$ cat src/design/slipcrc_pkg.sv
package slipcrc_pkg;

    localparam logic [7:0] END_CODE     = 8'hC0;
    localparam logic [7:0] ESC_CODE     = 8'hDB;
    localparam logic [7:0] ESC_END_CODE = 8'hDC;
    localparam logic [7:0] ESC_ESC_CODE = 8'hDD;

    localparam int unsigned MIN_FRAME   = 8;
    localparam logic [15:0] CRC_POLY    = 16'h1021;

    // Status of one finished frame, as it leaves on the result channel
    typedef struct packed {
        logic [7:0]  frame_len;
        logic        crc_ok;
        logic [15:0] command_word;
        logic [31:0] value_word;
    } frame_status_t;

    // CRC-16/CCITT, MSB first, one byte folded in
    function automatic logic [15:0] crc16_byte(input logic [15:0] crc, input logic [7:0] b);
        logic [15:0] c;
        c = crc ^ {b, 8'h00};
        for (int i = 0; i < 8; i++)
        begin
            if (c[15])
            begin
                c = {c[14:0], 1'b0} ^ CRC_POLY;
            end
            else
            begin
                c = {c[14:0], 1'b0};
            end
        end
        return c;
    endfunction

endpackage

$ cat src/design/slip_deframer_crc_check.sv
// SLIP deframer with CRC-16/CCITT check.
//
// Input channel (in_valid / in_ready / rx_byte): one raw SLIP-encoded byte
// per beat. Output channel (out_valid / out_ready / frame_len, crc_ok,
// command_word, value_word): one status beat for every END byte that closes
// a frame of at least 8 decoded bytes; shorter frames and repeated END
// bytes yield nothing.
//
// Throughput is one byte per cycle: the byte lands in an input register, the
// escape, header capture and byte-wide CRC update sit between that register
// and the state/result registers, so a new byte is taken every cycle unless
// a result waits behind a full output register. An accepted END beat waits in
// the input register, then its status is registered with out_valid set.
//
// When the receiver stalls, the finished status waits in the output register
// and bytes keep flowing in; only a second END with a result behind a full
// output register holds the input register and drops in_ready.
// Reset clears the escape flag, length, CRC, delay bytes and both valids.
module slip_deframer_crc_check #(
    parameter int unsigned BUF_BYTES = 128
) (
    input  logic        clk,
    input  logic        rst_n,
    input  logic        in_valid,
    output logic        in_ready,
    input  logic [7:0]  rx_byte,
    output logic        out_valid,
    input  logic        out_ready,
    output logic [7:0]  frame_len,
    output logic        crc_ok,
    output logic [15:0] command_word,
    output logic [31:0] value_word
);
    import slipcrc_pkg::*;

    logic          stage_valid_reg, stage_valid_next;
    logic [7:0]    stage_byte_reg;
    logic          out_valid_reg,   out_valid_next;
    frame_status_t out_reg;

    logic          stage_go;
    logic          out_free;
    logic          res_valid;
    frame_status_t res;

    // Output register frees up this cycle if empty or being taken
    assign out_free = !out_valid_reg || out_ready;
    // Advance the stage unless it carries a result with nowhere to go
    assign stage_go = stage_valid_reg && (!res_valid || out_free);
    assign in_ready = !stage_valid_reg || stage_go;

    slipcrc_decode #(
        .BUF_BYTES(BUF_BYTES)
    ) u_decode (
        .clk         (clk),
        .rst_n       (rst_n),
        .advance     (stage_go),
        .rx_byte     (stage_byte_reg),
        .result_valid(res_valid),
        .result      (res)
    );

    always_comb
    begin
        stage_valid_next = stage_valid_reg;
        if (in_ready)
        begin
            stage_valid_next = in_valid;
        end
        out_valid_next = out_valid_reg;
        if (stage_go && res_valid)
        begin
            out_valid_next = 1'b1;
        end
        else if (out_ready)
        begin
            out_valid_next = 1'b0;
        end
    end

    always_ff @(posedge clk or negedge rst_n)
    begin
        if (!rst_n)
        begin
            stage_valid_reg <= 1'b0;
            out_valid_reg   <= 1'b0;
        end
        else
        begin
            stage_valid_reg <= stage_valid_next;
            out_valid_reg   <= out_valid_next;
        end
    end

    // Payload registers: capture byte on accept, status on result
    always_ff @(posedge clk)
    begin
        if (in_valid && in_ready)
        begin
            stage_byte_reg <= rx_byte;
        end
        if (stage_go && res_valid)
        begin
            out_reg <= res;
        end
    end

    assign out_valid    = out_valid_reg;
    assign frame_len    = out_reg.frame_len;
    assign crc_ok       = out_reg.crc_ok;
    assign command_word = out_reg.command_word;
    assign value_word   = out_reg.value_word;

    // An empty output register never blocks the input side
    assert property (@(posedge clk) disable iff (!rst_n)
        !out_valid_reg |-> in_ready)
        else $error("input stalled with empty output register");

    // A held stage keeps its byte
    assert property (@(posedge clk) disable iff (!rst_n)
        stage_valid_reg && !stage_go |=> stage_valid_reg && $stable(stage_byte_reg))
        else $error("stage byte lost while blocked");

    // Only an END byte produces a status beat
    assert property (@(posedge clk) disable iff (!rst_n)
        stage_go && res_valid |-> stage_byte_reg == END_CODE)
        else $error("status produced by a non-END byte");

    // A new status only loads into a free output register
    assert property (@(posedge clk) disable iff (!rst_n)
        stage_go && res_valid |-> out_free)
        else $error("status overwrote a pending beat");

endmodule

$ cat src/design/slipcrc_decode.sv
module slipcrc_decode #(
    parameter int unsigned BUF_BYTES = 128
) (
    input  logic                       clk,
    input  logic                       rst_n,
    input  logic                       advance,
    input  logic [7:0]                 rx_byte,
    output logic                       result_valid,
    output slipcrc_pkg::frame_status_t result
);
    import slipcrc_pkg::*;

    localparam int unsigned CW = $clog2(BUF_BYTES + 1);

    logic          escape_reg,  escape_next;
    logic [CW-1:0] count_reg,   count_next;
    logic [15:0]   crc_reg,     crc_next;
    logic [7:0]    newest_reg,  newest_next;
    logic [7:0]    older_reg,   older_next;
    logic [15:0]   command_reg, command_next;
    logic [31:0]   value_reg,   value_next;

    logic [7:0]    data_byte;
    logic          is_end;
    logic          is_esc;
    logic          long_enough;

    assign is_end      = (rx_byte == END_CODE);
    assign is_esc      = (rx_byte == ESC_CODE);
    assign long_enough = (count_reg >= CW'(MIN_FRAME));

    // Undo the escape on the byte after ESC; unknown codes pass unchanged
    always_comb
    begin
        data_byte = rx_byte;
        if (escape_reg)
        begin
            if (rx_byte == ESC_END_CODE)
            begin
                data_byte = END_CODE;
            end
            else if (rx_byte == ESC_ESC_CODE)
            begin
                data_byte = ESC_CODE;
            end
        end
    end

    assign result_valid        = is_end && long_enough;
    assign result.frame_len    = 8'(count_reg);
    assign result.crc_ok       = (crc_reg == {newest_reg, older_reg});
    assign result.command_word = command_reg;
    assign result.value_word   = value_reg;

    always_comb
    begin
        escape_next  = escape_reg;
        count_next   = count_reg;
        crc_next     = crc_reg;
        newest_next  = newest_reg;
        older_next   = older_reg;
        command_next = command_reg;
        value_next   = value_reg;
        if (is_esc)
        begin
            escape_next = 1'b1;
        end
        else if (is_end)
        begin
            // close the frame and restart
            escape_next = 1'b0;
            count_next  = '0;
            crc_next    = '0;
            newest_next = '0;
            older_next  = '0;
        end
        else
        begin
            escape_next = 1'b0;
            if (count_reg == CW'(BUF_BYTES))
            begin
                // overflow: drop the byte and start a new frame
                count_next  = '0;
                crc_next    = '0;
                newest_next = '0;
                older_next  = '0;
            end
            else
            begin
                if (count_reg >= CW'(2))
                begin
                    crc_next = crc16_byte(crc_reg, older_reg);
                end
                older_next  = newest_reg;
                newest_next = data_byte;
                if (count_reg == CW'(0)) command_next[7:0]  = data_byte;
                if (count_reg == CW'(1)) command_next[15:8] = data_byte;
                if (count_reg == CW'(4)) value_next[7:0]    = data_byte;
                if (count_reg == CW'(5)) value_next[15:8]   = data_byte;
                if (count_reg == CW'(6)) value_next[23:16]  = data_byte;
                if (count_reg == CW'(7)) value_next[31:24]  = data_byte;
                count_next = count_reg + CW'(1);
            end
        end
    end

    always_ff @(posedge clk or negedge rst_n)
    begin
        if (!rst_n)
        begin
            escape_reg  <= 1'b0;
            count_reg   <= '0;
            crc_reg     <= '0;
            newest_reg  <= '0;
            older_reg   <= '0;
            command_reg <= '0;
            value_reg   <= '0;
        end
        else if (advance)
        begin
            escape_reg  <= escape_next;
            count_reg   <= count_next;
            crc_reg     <= crc_next;
            newest_reg  <= newest_next;
            older_reg   <= older_next;
            command_reg <= command_next;
            value_reg   <= value_next;
        end
    end

endmodule

$ cat config.mk
export PLATFORM = sky130hd
export DESIGN_NAME = slip_deframer_crc_check
export DESIGN_NICKNAME = d
export VERILOG_FILES = /design/src/design/slipcrc_pkg.sv /design/src/design/slip_deframer_crc_check.sv /design/src/design/slipcrc_decode.sv
export SDC_FILE = /design/constraint.sdc
export NUM_CORES = 1
export LEC_CHECK = 0
export BUFFER_PORTS_ARGS = -buffer_cell sky130_fd_sc_hd__clkbuf_2
export CAP_MARGIN = 0
export CORE_UTILIZATION = 45
export CTS_CLUSTER_DIAMETER = 80
export DETAILED_ROUTE_END_ITERATION = 12
export PLACE_DENSITY = 0.68
export SYNTH_ARGS = -nofsm -noshare
export SYNTH_HDL_FRONTEND = slang
export SYNTH_SLANG_ARGS = --single-unit
$ cat constraint.sdc
create_clock -name clk -period 11.3 [get_ports clk]
set_input_delay 1.695 -clock clk [delete_from_list [all_inputs] [get_ports clk]]
set_output_delay 1.695 -clock clk [all_outputs]
set_load 0.02 [all_outputs]
==> reports/metrics.cfg, run 1 <==
[floorplanning]
dieArea_sq_mm=0.0144
floorplan.core_area_sq_mm=0.0134
floorplan.initialDensity=0.468
fp.dieH_um=120
placement_rows=42
design.portCount=71
dieWidth_um=120

[synthesis]
syn-instance-count=401
syn_area_per_cell_sq_um=15.6
synth.net_count=417
number_of_flops_mapped_to_enable_cells_by_yosys=65
synth.top_cell.area_share=0.363
synthTopCellsByArea=dfrtp_1 (36%), edfxtp_1 (31%), mux2_2 (8.8%)
register_bit_count_reported_by_yosys=156
yosys.cell_count.top_type=dfrtp_1
main_synth_ff_type=dfrtp_1
yosys.cell_types.count=50
ys_top_cells_by_count=dfrtp_1 (91), edfxtp_1 (65), mux2_2 (49)
yosysWarnings=0
synth.yosys.seq_area_share=0.674
postSynth.asyncResetShare=0.583
library_cell_with_the_largest_summed_area_after_synthesis=dfrtp_1
area_of_the_mapped_netlist_sq_mm=0.00627

[run_status]
outcome=finished clean

[sta]
tns_ns=0
post-route-worst-setup-slack_ns=7.29
report.final.setup_viol=0
tightest_slew_ns=1.13
unrepaired_setup_endpoints_after_global_routing=no
hold_viol=0
min_period_over_period=0.355
max_clock_freq_mhz=250
final.min_clock_period_ns=4.01
timing_max_transition_violations_final=0
maxSlewHeadroom=0.242
timing.clock.skew_ns=0.00636

[pwr]
leakage_nw=3.02
finalPower_w=0.00152
irDropWorstVdd_uv=97.2
power.density_cell_area_mw_per_mm2=207

[critical_path]
reg2reg_to=crc_ok$_DFFE_PP_
reg2reg_setup_slack_ns=8.56
critical_path_startpoint_category=primary input
critical_path_peak_fanout=3
timing.setup.critical_path_class=primary input to primary output
critPathRequiredTime_ns=9.61
endpoint_kind=primary output
reg2regPathDepth=4
worstPathArrival_ns=2.31
worst_setup_path_startpoint=out_ready
cp-endpoint=in_ready
worstReg2RegStart=stage_byte_reg[0]$_DFFE_PP_

[clocking]
ctsHoldBuffers=0
cts.sinks=156
cts.repair.resized=0
cts_tree=yes
postCtsSetupRepairBufs=0
number_of_clock_buffers_inserted_by_tritoncts=17
clk_pin_slew_worst_paths_ns=0.06
clk_root_buffer_cell=clkbuf_16
cts_htree_levels=4
worst_case_clock_buffer_depth=2
worst_skew_pair.late_latency_ns=0.42

[layout]
final_layout_size_suffix_gt1_frac=0.331
design_area_sq_mm=0.00735
layout.nets=490
areaGrowthSynthToFinish_pct=17.2
antenna_cells_inserted=0

[place]
place_congestion=0.829
place_hpwl_um=7640
port_buffers=70
dpl_worst_slack_ns=7.29
placed_cell_area_sq_mm=0.00677

[route]
routed_via_density=5.33
first_iter_violations=236
wirelength_um=11700
route.vias.total=3533
ant_nets=0
avgRoutedWirePerCell_um=17.7
detail_route.first_pass.iterations=6
remaining_drc_errors=0

[worst_hold_path]
hold_path.class=flip-flop to flip-flop
holdCritStartpoint=u_decode.value_reg[28]$_DFFE_PN0P_

[global_routing]
number_of_antenna_violations_at_the_first_check_in_global_routing=0
gr-max-usage-layer=met2
grt_met2_use=0.269
vias_in_the_first_global_route=3517
grt_max_degree=88
global_route_wire_length_before_repair_um=18900
overflow=0
global_route.usage.met1=0.245
groute.usage.overall=0.177
met3_usage=0.0418

[run]
max_cap_viol_count=0

layout make-up:
type,count,area (sq um)
repair buffers,72,368
flip-flops and latches,156,4230
multi-input cells,222,1930
clock buffers,20,437
fillers,1118,6050
inverters,5,18.8
well taps,176,220
clock inverters,12,146
worst min-delay path by stage:
stage	end	cells after the start
2_1_floorplan	command_word[0]$_DFFE_PP_	0
3_5_place_dp	value_word[28]$_DFFE_PP_	0
5_1_grt	value_word[17]$_DFFE_PP_	0
3_3_place_gp	value_word[29]$_DFFE_PP_	0
6_report	value_word[28]$_DFFE_PP_	0
4_1_cts	value_word[28]$_DFFE_PP_	0
worst max-delay path, stage by stage:
cell and delay, ns:
clkbuf_2 0.09, nand2b_1 0.14, nor2_1 0.17, inv_1 0.06, clkbuf_2 0.15
logic make-up after synthesis:
kind of cell               Yosys count  share of synthesized area
buffers and inverters               23                     0.0189
DFF                                156                      0.674
muxes                               49                     0.0880
adders and majority gates            4                    0.00798
and+or+nand+nor                     68                     0.0774
AOI/OAI and AO/OA                   61                     0.0778
xor gates and xnor gates            40                     0.0558
placed cells by master, fill, tap and decap left out, drive strengths merged, types with 2 or more instances in the layout:
master	n
dfrtp	91
clkbuf	89
edfxtp	65
mux2	49
xnor2	34
a22o	29
nand3	12
a31oi	11
nand4	11
nand2	7
xor2	6
inv	6
nor2	6
and2	5
and3	5
clkinv	5
o211ai	4
o2bb2ai	4
ha	4
nor4	4
o21ai	4
nor2b	3
clkinvlp	3
bufinv	3
buf	3
or4	3
o2111ai	2
a21o	2
nor3	2
metal layers:
| metal | wire length (um) | vias up |
|---|---|---|
| met4 | 216 | 0 |
| met1 | 5550 | 1783 |
| li1 | - | 1662 |
| met5 | 0 | - |
| met3 | 400 | 17 |
| met2 | 5570 | 71 |
power by group:
| group | total, W | switching [W] | internal, W |
|---|---|---|---|
| clock network | 0.000560 | 0.000215 | 0.000345 |
| logic | 0.000245 | 0.000114 | 0.000132 |
| registers | 0.000717 | 0.0000751 | 0.000642 |
metrics by stage:
step | hold slack, ns | std cells | util
after floorplan | 0.419 | 401 | -
after global placement | 0.426 | 631 | 0.505
after detailed placement | 0.427 | 631 | 0.505
after CTS | 0.443 | 663 | 0.549
after global routing | 0.451 | 663 | 0.549
final | 0.441 | 663 | 0.549
Note: power is estimated with default switching activity, not from simulation.
==> inputs of run 2 (changes only) <==
clock period = 4.1 ns   (was 11.3 ns; I/O delays follow)
==> reports/metrics.cfg, run 2 (same netlist as run 1, synthesis figures left out) <==
[run_status]
outcome=finished clean

[pwr]
irDropWorstVdd_uv=266  ; +170%
clock_power_frac=0.345  ; -0.023
power.density_cell_area_mw_per_mm2=556  ; +170%
p_int_w=0.00294  ; +160%
power_frac_comb=0.167  ; +0.006
power.net_switching_w=0.00112  ; +180%
finalPower_w=0.00406  ; +170%
part_of_the_power_in_registers=0.488  ; +0.017
swShare=0.277  ; +0.0116
leakage_nw=3.00  ; -0.68%

[clocking]
worst_case_clock_buffer_depth=2  ; unchanged
cts.repair.resized=0  ; unchanged
clk_pin_slew_worst_paths_ns=0.05  ; about the same
cts_tree=yes
ctsHoldBuffers=0  ; unchanged
number_of_clock_buffers_inserted_by_tritoncts=17  ; unchanged
cts_htree_levels=4  ; unchanged
postCtsSetupRepairBufs=0  ; unchanged
clk_root_buffer_cell=clkbuf_16
worst_skew_pair.late_latency_ns=0.42  ; about the same
cts.sinks=156  ; unchanged

[critical_path]
timing.critical_path.buf_inv=2  ; -1
reg2reg_setup_slack_ns=1.34  ; -7.22 ns
timing.setup.critical_path_class=flip-flop to primary output
critical_path.cell_chain=or4_4 > o2111ai_1 > nor2_1 > inv_1 > clkbuf_2
reg2regPathDepth=4  ; unchanged
cpMaxStageDelayCell=or4_4
critical_path_peak_fanout=12  ; +9
reg2reg_to=crc_ok$_DFFE_PP_
worst_path_dominant_cell_family=simple AND/OR/NAND/NOR gates
worstReg2RegStart=stage_byte_reg[0]$_DFFE_PP_
critPathRequiredTime_ns=3.48  ; -6.13 ns
endpoint_kind=primary output
worstPathArrival_ns=2.31  ; about the same
cp_slowest_stage_delay_ns=0.63  ; +0.46 ns
critical_path_startpoint_category=flip-flop

[global_routing]
vias_in_the_first_global_route=3539  ; +0.63%
number_of_antenna_violations_at_the_first_check_in_global_routing=0  ; unchanged
grt_max_degree=67  ; -24%
groute.usage.overall=0.175  ; -0.00194
global_route_wire_length_before_repair_um=18900  ; -0.18%
overflow=0  ; unchanged

[place]
place_congestion=0.798  ; -3.7%
port_buffers=70  ; unchanged
place_hpwl_um=7800  ; +2.1%

[floorplanning]
floorplan.initialDensity=0.468  ; unchanged
dieArea_sq_mm=0.0144  ; unchanged
floorplan.core_area_sq_mm=0.0134  ; unchanged
placement_rows=42  ; unchanged
fp.dieH_um=120  ; unchanged
dieWidth_um=120  ; unchanged
design.portCount=71  ; unchanged

[sta]
maxSlewHeadroom=0.432  ; +0.190
report.final.setup_viol=0  ; unchanged
final.min_clock_period_ns=2.92
tightest_slew_ns=0.852  ; -0.280 ns
timing.clock.skew_ns=0.00938  ; +0.00302 ns
unrepaired_setup_endpoints_after_global_routing=no
hold_viol=0  ; unchanged
min_period_over_period=0.713
tns_ns=0  ; unchanged
timing_max_transition_violations_final=0  ; unchanged
max_clock_freq_mhz=342

[layout]
final_cell_mix=dfrtp_1 (91), clkbuf_2 (69), edfxtp_1 (65), mux2_2 (49), xnor2_1 (34)
mostFrequentLayoutCell=dfrtp_1
antenna_cells_inserted=0  ; unchanged
areaGrowthSynthToFinish_pct=16.4
num-fill-cells=1114  ; -0.36%
final_layout_size_suffix_gt1_frac=0.337  ; +0.00616
layout.nets=490  ; unchanged

[route]
avgRoutedWirePerCell_um=17.7  ; +0.26%
detail_route.first_pass.iterations=4  ; -2
wirelength_um=11800  ; +0.26%
first_iter_violations=269  ; +14%
routed_via_density=5.46  ; +2.5%
remaining_drc_errors=0  ; unchanged
ant_nets=0  ; unchanged
route.vias.total=3622  ; +2.5%

[worst_hold_path]
hold_path.class=primary input to async pin

[run]
max_cap_viol_count=0  ; unchanged

==> run 2: cell types whose count changed in the layout (fill, tap and decap cells not counted), sizes merged <==
cell,change
bufinv,-3
clkinvlp,+1
inv,+1
clkbuf,+2
clkinv,-1
==> run 2: final cells by class <==
cell class / count / area (sq um) / area share
sequential: 156 / 4230 / 0.579
clock buffer: 22 / 464 / 0.0636
inverter: 5 / 18.8 / 0.00257
timing repair buffer: 72 / 368 / 0.0504
clock inverter: 10 / 67.6 / 0.00925
tap: 176 / 220 / 0.0302
multi-input combinational: 222 / 1930 / 0.265
==> run 2: worst max-delay path by stage <==
stage	start	to	slack, ns	cells past startpoint
2_1_floorplan	stage_byte_reg[1]$_DFFE_PP_	command_word[0]$_DFFE_PP_	0.08	3
5_1_grt	stage_byte_reg[0]$_DFFE_PP_	in_ready	1.04	5
4_1_cts	u_decode.count_reg[4]$_DFFE_PN0P_	in_ready	1.15	5
6_report	u_decode.count_reg[4]$_DFFE_PN0P_	in_ready	1.18	5
3_3_place_gp	stage_byte_reg[0]$_DFFE_PP_	command_word[9]$_DFFE_PP_	1.46	4
3_5_place_dp	stage_byte_reg[0]$_DFFE_PP_	command_word[14]$_DFFE_PP_	1.34	4
==> run 2: routing by layer <==
metal / wire [um] / global-route usage / vias to the layer above
li1: - / - / 1660
met1: 5280 / 0.234 / 1835
met2: 5740 / 0.268 / 111
met3: 582 / 0.0518 / 16
met4: 158 / 0.0695 / 0
met5: 0 / 0 / -
==> run 2: power by group through the flow <==
stage | combinational (W) | sequential (W) | clock (W)
floorplan | 0.000595 | 0.00193 | 0
global placement | 0.000656 | 0.00200 | 0
detailed placement | 0.000680 | 0.00200 | 0
CTS | 0.000683 | 0.00198 | 0.00143
global route | 0.000751 | 0.00201 | 0.00149
finish | 0.000678 | 0.00198 | 0.00140
==> run 2: through the flow <==
stage	instances	hold WS [ns]	area, sq um	utilization	setup WS [ns]
after detailed placement	631	0.428	6770	0.505	1.34
after floorplan	401	0.319	6270	-	0.0813
after global placement	631	0.424	6770	0.505	1.46
final	663	0.284	7300	0.545	1.18
after CTS	663	0.321	7300	0.545	1.15
after global routing	663	0.348	7300	0.545	1.04
==> inputs of run 3 (changes only) <==
clock period = 2.7 ns   (was 4.1 ns; I/O delays follow)
==> reports/metrics.cfg, run 3 (same netlist as run 1, synthesis figures left out) <==
[run_status]
outcome=complete, but fails checks
failing_checks=negative hold slack

[clocking]
clk_pin_slew_worst_paths_ns=0.06  ; about the same
postCtsSetupRepairBufs=0  ; unchanged
ctsHoldBuffers=0  ; unchanged
worst_case_clock_buffer_depth=2  ; unchanged
cts.sinks=156  ; unchanged
clk_root_buffer_cell=clkbuf_16
cts_tree=yes
number_of_clock_buffers_inserted_by_tritoncts=17  ; unchanged
cts_htree_levels=4  ; unchanged
worst_skew_pair.late_latency_ns=0.42  ; about the same

[route]
remaining_drc_errors=0  ; unchanged
detail_route.first_pass.iterations=4  ; unchanged
avgRoutedWirePerCell_um=18.5  ; +4.2%
routed_via_density=5.50  ; +0.64%
first_iter_violations=216  ; -20%
wirelength_um=12500  ; +6.4%
ant_nets=0  ; unchanged
route.vias.total=3722  ; +2.8%

[global_routing]
grt_max_degree=47  ; -30%
groute.usage.overall=0.190  ; +0.0147
number_of_antenna_violations_at_the_first_check_in_global_routing=0  ; unchanged
vias_in_the_first_global_route=3770  ; +6.5%
overflow=0  ; unchanged
global_route_wire_length_before_repair_um=20300  ; +7.6%

[critical_path]
critical_path_startpoint_category=flip-flop
worstReg2RegStart=stage_byte_reg[4]$_DFFE_PP_
critPathRequiredTime_ns=2.30  ; -1.18 ns
worst_setup_path_startpoint=u_decode.count_reg[4]$_DFFE_PN0P_
critical_path.cell_chain=or4_4 > o2111ai_2 > nor2_1 > inv_1 > clkbuf_2
endpoint_kind=primary output
cpMaxStageDelayCell=or4_4
cp_slowest_stage_delay_ns=0.61  ; -0.02 ns
critical_path_peak_fanout=12  ; unchanged
timing.setup.critical_path_class=flip-flop to primary output
worstPathArrival_ns=2.16  ; -0.15 ns

[pwr]
power.density_cell_area_mw_per_mm2=872  ; +57%
p_int_w=0.00484  ; +65%
finalPower_w=0.00657  ; +62%
power_frac_comb=0.168  ; about the same
irDropWorstVdd_uv=346  ; +30%
part_of_the_power_in_registers=0.454  ; -0.034
clock_power_frac=0.378  ; +0.033
leakage_nw=3.12  ; +4.0%
swShare=0.264  ; -0.0128
power.net_switching_w=0.00173  ; +54%

[floorplanning]
floorplan.core_area_sq_mm=0.0134  ; unchanged
fp.dieH_um=120  ; unchanged
dieWidth_um=120  ; unchanged
floorplan.initialDensity=0.468  ; unchanged
design.portCount=71  ; unchanged
placement_rows=42  ; unchanged
dieArea_sq_mm=0.0144  ; unchanged

[layout]
mostFrequentLayoutCell=dfrtp_1
areaGrowthSynthToFinish_pct=20.1
antenna_cells_inserted=0  ; unchanged
num-fill-cells=1076  ; -3.4%
final_layout_size_suffix_gt1_frac=0.355  ; +0.0185
final_cell_mix=dfrtp_1 (90), clkbuf_2 (69), edfxtp_1 (65), mux2_2 (49), xnor2_1 (34)
layout.nets=504  ; +2.9%

[sta]
unrepaired_setup_endpoints_after_global_routing=no
maxSlewHeadroom=0.453  ; +0.0208
tns_ns=0  ; unchanged
max_clock_freq_mhz=390
final.min_clock_period_ns=2.56
timing.hold.ws_ns=-0.00232  ; -0.287 ns
timing_max_transition_violations_final=0  ; unchanged
report.final.setup_viol=0  ; unchanged
timing.clock.skew_ns=0.0110  ; +0.00161 ns
min_period_over_period=0.949
tightest_slew_ns=0.821  ; -0.0314 ns
hold_viol=5  ; +5

[place]
place_congestion=0.785  ; -1.7%
place_hpwl_um=8280  ; +6.2%
port_buffers=70  ; unchanged

[run]
max_cap_viol_count=0  ; unchanged

[worst_hold_path]
hold_path.class=primary input to async pin

==> run 3: cell types whose count changed in the layout (fill, tap and decap cells not counted), sizes merged <==
cell      delta
buf         +14
bufinv       +4
clkbuf       +1
clkinv       -2
clkinvlp     -3
==> run 3: layout make-up <==
cell class	count	area, sq um	share of cell area
flip-flops and latches	156	4230	0.562
multi-input cells	222	1950	0.259
repair buffers	86	498	0.0661
clock buffers	23	458	0.0608
well taps	176	220	0.0292
clock inverters	9	159	0.0211
inverters	5	18.8	0.00249
==> run 3: final timing paths <==
kind / cells after the start / slack, ns / end
worst min register to register: 0 / 0.44 / command_word[14]$_DFFE_PP_
worst max register to register: 4 / 0.23 / u_decode.value_reg[9]$_DFFE_PN0P_
worst min-delay path: 1 / -0.002 / u_decode.command_reg[2]$_DFFE_PN0P_
max in group asynchronous: 2 / 1.97 / u_decode.crc_reg[5]$_DFFE_PN0P_
worst max-delay path: 5 / 0.14 / in_ready
min in group clk: 1 / 0.15 / stage_byte_reg[6]$_DFFE_PP_
==> run 3: worst max-delay path: cells and delay by family (launching register included) <==
kind,cells,cell delay [ns]
and+or+nand+nor,2,0.72
AOI/OAI and AO/OA,1,0.31
DFF,1,0.49
buffers and inverters,2,0.21
==> run 3: stage by stage <==
step	utilization	setup slack [ns]	instance area, sq um	std cells	hold slack [ns]
final	0.562	0.138	7530	677	-0.00232
after global routing	0.562	0.0543	7530	677	0.0385
after CTS	0.561	0.0842	7520	677	0.0145
after detailed placement	0.515	0.263	6900	645	0.427
after global placement	0.515	0.365	6900	645	0.424
after floorplan	-	0.213	6280	401	0.109
==> run 3: power by group through the flow <==
| stage | registers (W) | clock network (W) | logic, W |
|---|---|---|---|
| after floorplan | 0.00293 | 0 | 0.000903 |
| final | 0.00298 | 0.00249 | 0.00110 |
| after global placement | 0.00301 | 0 | 0.00106 |
| after global routing | 0.00301 | 0.00261 | 0.00122 |
| after detailed placement | 0.00302 | 0 | 0.00110 |
| after CTS | 0.00298 | 0.00252 | 0.00111 |
==> run 3: timing repair <==
item                                    CTS  global route
gates resized for setup                   1             2
endpoints found under the setup margin    1             1
cloned                                    0             0
==> run 3: layer usage <==
| layer | vias up | global-route usage | routed length [um] |
|---|---|---|---|
| li1 | 1697 | - | - |
| met1 | 1890 | 0.248 | 5450 |
| met2 | 116 | 0.302 | 6280 |
| met3 | 19 | 0.0471 | 592 |
| met4 | 0 | 0.0773 | 203 |
| met5 | - | 0 | 0 |
